## src/design/brf_pkg.sv

```systemverilog
package brf_pkg;

  // Ring geometry and burst limit
  localparam int DEPTH     = 256;
  localparam int PTR_W     = $clog2(DEPTH);
  localparam int MAX_BURST = 64;

  // Field widths fixed by the interface
  localparam int OP_W    = 3;
  localparam int BYTE_W  = 8;
  localparam int INDEX_W = 8;
  localparam int LEN_W   = 7;
  localparam int STAT_W  = 2;
  localparam int CNT_W   = 8;

  // Request queue between front and back
  localparam int QDEPTH = 2;
  localparam int QA_W   = $clog2(QDEPTH);
  localparam int QC_W   = $clog2(QDEPTH + 1);

  typedef logic [PTR_W-1:0] ptr_t;

  typedef enum logic [OP_W-1:0] {
    OP_PUT     = 3'd0,
    OP_GET     = 3'd1,
    OP_DISCARD = 3'd2,
    OP_PEEK    = 3'd3,
    OP_FLUSH   = 3'd4,
    OP_BREAD   = 3'd5,
    OP_BSKIP   = 3'd6,
    OP_NOP     = 3'd7
  } op_t;

  typedef enum logic [STAT_W-1:0] {
    STAT_OK    = 2'd0,
    STAT_EMPTY = 2'd1,
    STAT_FULL  = 2'd2
  } stat_t;

  typedef enum logic {
    B_IDLE,
    B_READ
  } back_state_t;

  // Classified request as it travels through the queue
  typedef struct packed {
    op_t               op;
    logic [BYTE_W-1:0] wr_byte;
    logic [INDEX_W-1:0] peek_index;
    logic [LEN_W-1:0]  len;
  } cmd_t;

  // One result item
  typedef struct packed {
    stat_t             status;
    logic [BYTE_W-1:0] rd_byte;
    logic [LEN_W-1:0]  granted;
    logic [CNT_W-1:0]  used_count;
    logic [CNT_W-1:0]  room_count;
    logic              last;
  } res_t;

  // Fit a pointer-wide count into the reported count width
  function automatic logic [CNT_W-1:0] cnt_fit(ptr_t v);
    logic [31:0] w;
    w = 32'(v);
    return w[CNT_W-1:0];
  endfunction

endpackage

```

## src/design/byte_ring_fifo_with_peek.sv

```systemverilog
// Channel | Handshake               | Payload
// in      | in_valid / in_stall     | in_op, in_wr_byte, in_peek_index, in_burst_len
// out     | out_valid / out_stall   | out_status, out_rd_byte, out_granted,
//         |                         | out_used_count, out_room_count, out_last
//
// Put, discard, flush, skip, nop and any empty or full miss load the result register directly.
// Get and a peek hit go through the ring RAM read port, which is registered, before the result loads.
// A burst read of N bytes gives one result per cycle after the first while the output is not stalled.
// Synchronous active-low reset empties the ring; stored bytes are not cleared.
// A two-request queue lets new requests in while the result register is stalled.
module byte_ring_fifo_with_peek
  import brf_pkg::*;
(
  input  logic               clk,
  input  logic               rst_n,
  input  logic               in_valid,
  output logic               in_stall,
  input  logic [OP_W-1:0]    in_op,
  input  logic [BYTE_W-1:0]  in_wr_byte,
  input  logic [INDEX_W-1:0] in_peek_index,
  input  logic [LEN_W-1:0]   in_burst_len,
  output logic               out_valid,
  input  logic               out_stall,
  output logic [STAT_W-1:0]  out_status,
  output logic [BYTE_W-1:0]  out_rd_byte,
  output logic [LEN_W-1:0]   out_granted,
  output logic [CNT_W-1:0]   out_used_count,
  output logic [CNT_W-1:0]   out_room_count,
  output logic               out_last
);

  logic q_full, push, pop, q_valid;
  cmd_t cmd_in, cmd_out;
  res_t res;

  brf_front u_front (
    .in_valid      (in_valid),
    .in_stall      (in_stall),
    .in_op         (in_op),
    .in_wr_byte    (in_wr_byte),
    .in_peek_index (in_peek_index),
    .in_burst_len  (in_burst_len),
    .q_full        (q_full),
    .push          (push),
    .cmd           (cmd_in)
  );

  brf_cmdq u_cmdq (
    .clk     (clk),
    .rst_n   (rst_n),
    .push    (push),
    .cmd_in  (cmd_in),
    .full    (q_full),
    .pop     (pop),
    .q_valid (q_valid),
    .cmd_out (cmd_out)
  );

  brf_back u_back (
    .clk       (clk),
    .rst_n     (rst_n),
    .q_valid   (q_valid),
    .cmd       (cmd_out),
    .pop       (pop),
    .out_valid (out_valid),
    .out_stall (out_stall),
    .res       (res)
  );

  // Unpack the result register onto the ports
  assign out_status     = res.status;
  assign out_rd_byte    = res.rd_byte;
  assign out_granted    = res.granted;
  assign out_used_count = res.used_count;
  assign out_room_count = res.room_count;
  assign out_last       = res.last;

endmodule

```

## src/design/brf_front.sv

```systemverilog
module brf_front
  import brf_pkg::*;
(
  input  logic               in_valid,
  output logic               in_stall,
  input  logic [OP_W-1:0]    in_op,
  input  logic [BYTE_W-1:0]  in_wr_byte,
  input  logic [INDEX_W-1:0] in_peek_index,
  input  logic [LEN_W-1:0]   in_burst_len,
  input  logic               q_full,
  output logic               push,
  output cmd_t               cmd
);

  // Hold off new requests while the queue is full
  assign in_stall = q_full;
  assign push     = in_valid && !q_full;

  // Decode the operation and cap the burst length
  always_comb begin
    cmd.op         = op_t'(in_op);
    cmd.wr_byte    = in_wr_byte;
    cmd.peek_index = in_peek_index;
    if (in_burst_len > LEN_W'(MAX_BURST)) begin
      cmd.len = LEN_W'(MAX_BURST);
    end else begin
      cmd.len = in_burst_len;
    end
  end

endmodule

```

## src/design/brf_cmdq.sv

```systemverilog
module brf_cmdq
  import brf_pkg::*;
(
  input  logic clk,
  input  logic rst_n,
  input  logic push,
  input  cmd_t cmd_in,
  output logic full,
  input  logic pop,
  output logic q_valid,
  output cmd_t cmd_out
);

  cmd_t            slot_r [QDEPTH];
  logic [QA_W-1:0] wr_ptr_r, wr_ptr_nxt;
  logic [QA_W-1:0] rd_ptr_r, rd_ptr_nxt;
  logic [QC_W-1:0] cnt_r, cnt_nxt;
  logic            do_push, do_pop;

  assign full    = (cnt_r == QC_W'(QDEPTH));
  assign q_valid = (cnt_r != '0);
  assign cmd_out = slot_r[rd_ptr_r];
  assign do_push = push && !full;
  assign do_pop  = pop && q_valid;

  // Advance pointers and track occupancy
  always_comb begin
    wr_ptr_nxt = wr_ptr_r;
    rd_ptr_nxt = rd_ptr_r;
    cnt_nxt    = cnt_r;
    if (do_push) begin
      wr_ptr_nxt = (wr_ptr_r == QA_W'(QDEPTH - 1)) ? '0 : wr_ptr_r + 1'b1;
    end
    if (do_pop) begin
      rd_ptr_nxt = (rd_ptr_r == QA_W'(QDEPTH - 1)) ? '0 : rd_ptr_r + 1'b1;
    end
    if (do_push && !do_pop) begin
      cnt_nxt = cnt_r + 1'b1;
    end else if (do_pop && !do_push) begin
      cnt_nxt = cnt_r - 1'b1;
    end
  end

  always_ff @(posedge clk) begin
    if (!rst_n) begin
      wr_ptr_r <= '0;
      rd_ptr_r <= '0;
      cnt_r    <= '0;
    end else begin
      wr_ptr_r <= wr_ptr_nxt;
      rd_ptr_r <= rd_ptr_nxt;
      cnt_r    <= cnt_nxt;
    end
  end

  // Store the incoming request
  always_ff @(posedge clk) begin
    if (do_push) begin
      slot_r[wr_ptr_r] <= cmd_in;
    end
  end

endmodule

```

## src/design/brf_back.sv

```systemverilog
module brf_back
  import brf_pkg::*;
(
  input  logic clk,
  input  logic rst_n,
  input  logic q_valid,
  input  cmd_t cmd,
  output logic pop,
  output logic out_valid,
  input  logic out_stall,
  output res_t res
);

  back_state_t       state_r, state_nxt;
  ptr_t              head_r, head_nxt;
  ptr_t              tail_r, tail_nxt;
  ptr_t              pend_used_r, pend_used_nxt;
  logic [LEN_W-1:0]  pend_granted_r, pend_granted_nxt;
  logic [LEN_W-1:0]  rem_r, rem_nxt;
  logic              out_valid_r;
  res_t              res_r;

  logic [BYTE_W-1:0] mem [DEPTH];
  logic [BYTE_W-1:0] mem_q;

  ptr_t              used;
  ptr_t              used_src;
  logic              out_free;
  logic [LEN_W-1:0]  grant;
  logic              wr_en, rd_en, load, use_pend;
  ptr_t              rd_addr;
  res_t              res_new;

  assign used     = tail_r - head_r;
  assign out_free = !out_valid_r || !out_stall;
  assign grant    = (32'(cmd.len) < 32'(used)) ? cmd.len : LEN_W'(used);

  // Sequence each request: immediate ops emit at once, reads go through the RAM
  always_comb begin
    state_nxt        = state_r;
    head_nxt         = head_r;
    tail_nxt         = tail_r;
    pend_used_nxt    = pend_used_r;
    pend_granted_nxt = pend_granted_r;
    rem_nxt          = rem_r;
    pop              = 1'b0;
    wr_en            = 1'b0;
    rd_en            = 1'b0;
    rd_addr          = head_r;
    load             = 1'b0;
    use_pend         = 1'b0;
    res_new          = '0;
    res_new.status   = STAT_OK;
    res_new.last     = 1'b1;

    unique case (state_r)
      B_IDLE: begin
        if (q_valid && out_free) begin
          pop = 1'b1;
          unique case (cmd.op)
            OP_PUT: begin
              load = 1'b1;
              if (used != '1) begin
                wr_en    = 1'b1;
                tail_nxt = tail_r + 1'b1;
              end else begin
                res_new.status = STAT_FULL;
              end
            end
            OP_GET, OP_DISCARD: begin
              if (used == '0) begin
                load           = 1'b1;
                res_new.status = STAT_EMPTY;
              end else begin
                head_nxt = head_r + 1'b1;
                if (cmd.op == OP_GET) begin
                  rd_en            = 1'b1;
                  pend_used_nxt    = used - 1'b1;
                  pend_granted_nxt = '0;
                  rem_nxt          = '0;
                  state_nxt        = B_READ;
                end else begin
                  load = 1'b1;
                end
              end
            end
            OP_PEEK: begin
              if (32'(cmd.peek_index) < 32'(used)) begin
                rd_en            = 1'b1;
                rd_addr          = head_r + ptr_t'(cmd.peek_index);
                pend_used_nxt    = used;
                pend_granted_nxt = '0;
                rem_nxt          = '0;
                state_nxt        = B_READ;
              end else begin
                load           = 1'b1;
                res_new.status = STAT_EMPTY;
              end
            end
            OP_FLUSH: begin
              load     = 1'b1;
              head_nxt = tail_r;
            end
            OP_BREAD, OP_BSKIP: begin
              if (grant == '0) begin
                load           = 1'b1;
                res_new.status = STAT_EMPTY;
              end else if (cmd.op == OP_BSKIP) begin
                load            = 1'b1;
                head_nxt        = head_r + ptr_t'(grant);
                res_new.granted = grant;
              end else begin
                rd_en            = 1'b1;
                head_nxt         = head_r + 1'b1;
                pend_used_nxt    = used - 1'b1;
                pend_granted_nxt = grant;
                rem_nxt          = grant - 1'b1;
                state_nxt        = B_READ;
              end
            end
            OP_NOP: begin
              load = 1'b1;
            end
          endcase
        end
      end
      B_READ: begin
        if (out_free) begin
          load            = 1'b1;
          use_pend        = 1'b1;
          res_new.rd_byte = mem_q;
          res_new.granted = pend_granted_r;
          res_new.last    = (rem_r == '0);
          // Issue the next burst byte while this one leaves
          if (rem_r != '0) begin
            rd_en         = 1'b1;
            head_nxt      = head_r + 1'b1;
            rem_nxt       = rem_r - 1'b1;
            pend_used_nxt = pend_used_r - 1'b1;
          end else begin
            state_nxt = B_IDLE;
          end
        end
      end
    endcase

    // Report counts as they stand after this result
    used_src           = use_pend ? pend_used_r : (tail_nxt - head_nxt);
    res_new.used_count = cnt_fit(used_src);
    res_new.room_count = cnt_fit(~used_src);
  end

  always_ff @(posedge clk) begin
    if (!rst_n) begin
      state_r     <= B_IDLE;
      head_r      <= '0;
      tail_r      <= '0;
      out_valid_r <= 1'b0;
    end else begin
      state_r <= state_nxt;
      head_r  <= head_nxt;
      tail_r  <= tail_nxt;
      if (load) begin
        out_valid_r <= 1'b1;
      end else if (!out_stall) begin
        out_valid_r <= 1'b0;
      end
    end
  end

  // Hold burst bookkeeping and the result register
  always_ff @(posedge clk) begin
    pend_used_r    <= pend_used_nxt;
    pend_granted_r <= pend_granted_nxt;
    rem_r          <= rem_nxt;
    if (load) begin
      res_r <= res_new;
    end
  end

  // Ring storage: one write port, one registered read port
  always_ff @(posedge clk) begin
    if (wr_en) begin
      mem[tail_r] <= cmd.wr_byte;
    end
    if (rd_en) begin
      mem_q <= mem[rd_addr];
    end
  end

  assign out_valid = out_valid_r;
  assign res       = res_r;

endmodule
```

## config.mk

```make
export PLATFORM = sky130hd
export DESIGN_NAME = byte_ring_fifo_with_peek
export DESIGN_NICKNAME = d
export VERILOG_FILES = /design/src/design/brf_pkg.sv /design/src/design/byte_ring_fifo_with_peek.sv /design/src/design/brf_front.sv /design/src/design/brf_cmdq.sv /design/src/design/brf_back.sv
export SDC_FILE = /design/constraint.sdc
export NUM_CORES = 2
export LEC_CHECK = 0
export BUFFER_PORTS_ARGS = -buffer_cell sky130_fd_sc_hd__clkbuf_2
export CAP_MARGIN = 20
export CELL_PAD_IN_SITES_DETAIL_PLACEMENT = 2
export CELL_PAD_IN_SITES_GLOBAL_PLACEMENT = 2
export CORE_MARGIN = 2
export CORE_UTILIZATION = 49
export CTS_CLUSTER_SIZE = 40
export DETAILED_ROUTE_END_ITERATION = 8
export GPL_ROUTABILITY_DRIVEN = 0
export PLACE_DENSITY_LB_ADDON = 0.1
export SLEW_MARGIN = 0
export SYNTH_ARGS = -nofsm -noshare
export SYNTH_HDL_FRONTEND = slang
export SYNTH_SLANG_ARGS = --single-unit
```

## constraint.sdc

```tcl
create_clock -name clk -period 15.2 [get_ports clk]
set_input_delay 3.04 -clock clk [delete_from_list [all_inputs] [get_ports clk]]
set_output_delay 3.04 -clock clk [all_outputs]
set_load 0.1 [all_outputs]
```

==> metrics.txt <==
Slew headroom 12.2%; hold_ws 0.536 ns; final core utilization about 55%; TNS Setup 0 ns; Initial Util 49.5%; core area 0.183 mm²; Most used DFF post-synth edfxtp_1; setup violators final 0; Post-CTS Resized 0; Final nets 6923; WL/cell 38.3 µm; root buf cell clkbuf_16; most frequent cells in the layout edfxtp_1, nand2_1, a21oi_1, nand3_1, nor2_1; most used cell, CP a21oi_1; largest net degree at the start of global routing between 100 and 150; M3 GR Usage 8.25%; Ports 66; fmax 0.106 GHz; crit path buf inv count 4; Critical-path top delay cell buf_4; final max-slew violation count 0; critical path arrival about 10 ns; synth-to-layout area growth 10.4%; layout cells sized above 1 8.48%; post-synthesis sequential area ratio 72.1%; design area 0.100 mm²; worst min-delay path class reg -> reg; clk slew on worst S/H paths about 0.070 ns; EDFF count, synth 2164; VDD IR max 0.229 mV; Syn Inst Count ~7000; TritonRoute pass-1 iters 5; first-pass GRT wire length roughly 510000 µm; syn avg cell area between 10 and 15 µm²; TritonCTS Buffers 220; placed insts 9065; GR Layer Usage met2 between 60% and 70%; Die W around 430 µm; I/O Buffers 65; CP Cell Sequence clkinv_1 -> ha_1 -> a21oi_1 -> a21boi_0 -> o21ai_0 -> a21oi_1 -> nor2_1 -> inv_1 -> ha_1 -> a21oi_1 -> nand4_2 -> or4_1 -> nand2_1 -> nor2_1 -> a21oi_4 -> buf_4 -> buf_4 -> o21ai_0 -> o31ai_1 -> o22ai_1 -> or4_1 -> a31o_1; period utilisation layout 62.2%; Non-Filler Instances 9487; RSZ-0062 raised after global routing false; Worst Clk Skew 0.0656 ns; clock latency on the worst-skew pair about 0.9 ns; row cnt 157; initial antenna violation count 38; Tmin final 9.45 ns; Critical Setup Path Class reg -> reg; DR iter-0 viols between 7000 and 8000; H-tree level count 4; worst stage delay on the critical path roughly 0.73 ns; total gr overflow 0; Post-DP HPWL 209000 µm; Fin. Hold Viols 0; DP Area 0.0934 mm²; hold_buf cts 0; Cell Area, Synth ~0.09 mm²; Async SR Flop Fraction 0%; Setup Buffers After CTS 0; PD cells 249 mW/mm²; Syn Nets about 6900; run status complete, no violations; Post-Route WL about 360000 µm; total power 24.9 mW; CTS sink cnt 2187; worst setup margin 5.75 ns; gr busiest metal met2; most common cell after layout, fill and taps aside edfxtp_1; Slew @ Worst Pin approximately 1.3 ns; Yosys cell types slightly below 90; kind of end point of the critical path flip-flop; DR vias roughly 63000; Worst Path Required 15.85 ns; dpl ws 5.78 ns; via/cell ratio 6.69; crit-path max FO 47; met1 usage between 40% and 50%; CP Launch Type flip-flop; Die H roughly 430 µm; detailed-route DRC error count 0; max-cap viol count 0; All-Layer GR Usage 38.3%; Syn. warnings 0; Post-DRT Antenna Nets 0; vias in the first global route 68100; Synth Register Bits 2187; Die ar. roughly 0.19 mm²; clock tree buffer depth 3; TritonCTS clock tree done; Static Leak 34.5 nW; Top delay family on crit path compound AO/OA/AOI/OAI gates
-- state kept, by name, summed over array words and instances, names as in the netlist, named ones only --
signal / flops
u_cmdq.wr_ptr_r: 1
u_back.rem_r: 7
u_back.state_r: 1
u_back.tail_r: 8
u_back.pend_granted_r: 7
u_cmdq.cnt_r: 2
u_back.mem: 2048
u_back.mem_q: 8
u_cmdq.rd_ptr_r: 1
u_back.res: 34
u_cmdq.slot_r: 52
u_back.out_valid: 1
u_back.head_r: 8
u_back.pend_used_r: 8
-- worst min-delay path, delay by kind of cell, from the launching register on --
kind | cells | cell delay (ns)
flops | 1 | 0.34
compound gates | 2 | 0.15
-- cell usage after synthesis, types with 45 or more instances --
| cell type | count | area (µm²) |
|---|---|---|
| a22oi_1 | 46 | 345 |
| o21ai_0 | 128 | 641 |
| mux2i_1 | 280 | 2800 |
| inv_1 | 48 | 180 |
| nor3_1 | 138 | 691 |
| nand3_1 | 399 | 2000 |
| clkbuf_1 | 183 | 687 |
| edfxtp_1 | 2164 | 65000 |
| nor2_1 | 343 | 1290 |
| a21oi_1 | 483 | 2420 |
| xnor2_1 | 45 | 394 |
| a211oi_1 | 51 | 383 |
| ha_1 | 52 | 651 |
| buf_2 | 142 | 711 |
| nand2_1 | 1553 | 5830 |
| o221ai_1 | 105 | 920 |
| and3_1 | 60 | 375 |
-- layout make-up --
type | count | area, µm²
repair buffers | 204 | 1570
flip-flops and latches | 2187 | 65400
diodes | 10 | 25.0
clock inverters | 103 | 727
clock buffers | 295 | 5890
fillers | 16900 | 83300
multi-input cells | 4173 | 23200
well taps | 2464 | 3080
inverters | 51 | 191
-- where the power goes --
part	internal [mW]	total (mW)	switching, mW
combinational	2.86	12.0	9.10
clock	2.85	5.32	2.47
sequential	7.50	7.65	0.150
total	13.2	24.9	11.7
-- path summary, 6_finish.rpt --
check / slack [ns] / cells after the start / to / start
worst max-delay path: 5.75 / 22 / u_back.mem_q[4] / u_back.head_r[4]
worst max register to register: 5.75 / 22 / u_back.mem_q[4] / u_back.head_r[4]
worst min register to register: 0.54 / 2 / u_cmdq.cnt_r[1] / u_cmdq.cnt_r[1]
worst min-delay path: 0.54 / 2 / u_cmdq.cnt_r[1] / u_cmdq.cnt_r[1]
-- cells by family after synthesis --
kind of cell / count (synthesis) / synth area share, %
buffers and inverters: 487 / 2.71
adder cells (fa/ha/maj): 56 / 0.805
XOR/XNOR: 71 / 0.685
AO/OA/AOI/OAI: 1102 / 7.85
flip-flops: 2187 / 72.1
multiplexers: 321 / 3.64
AND/OR/NAND/NOR: 2623 / 12.2
-- routing by layer --
| layer | vias up | wire (µm) |
|---|---|---|
| li1 | 25400 | - |
| met1 | 33300 | 134000 |
| met2 | 3637 | 175000 |
| met3 | 1033 | 30600 |
| met4 | 38 | 23500 |
| met5 | - | 253 |
Power figures use the tool's default switching activity.
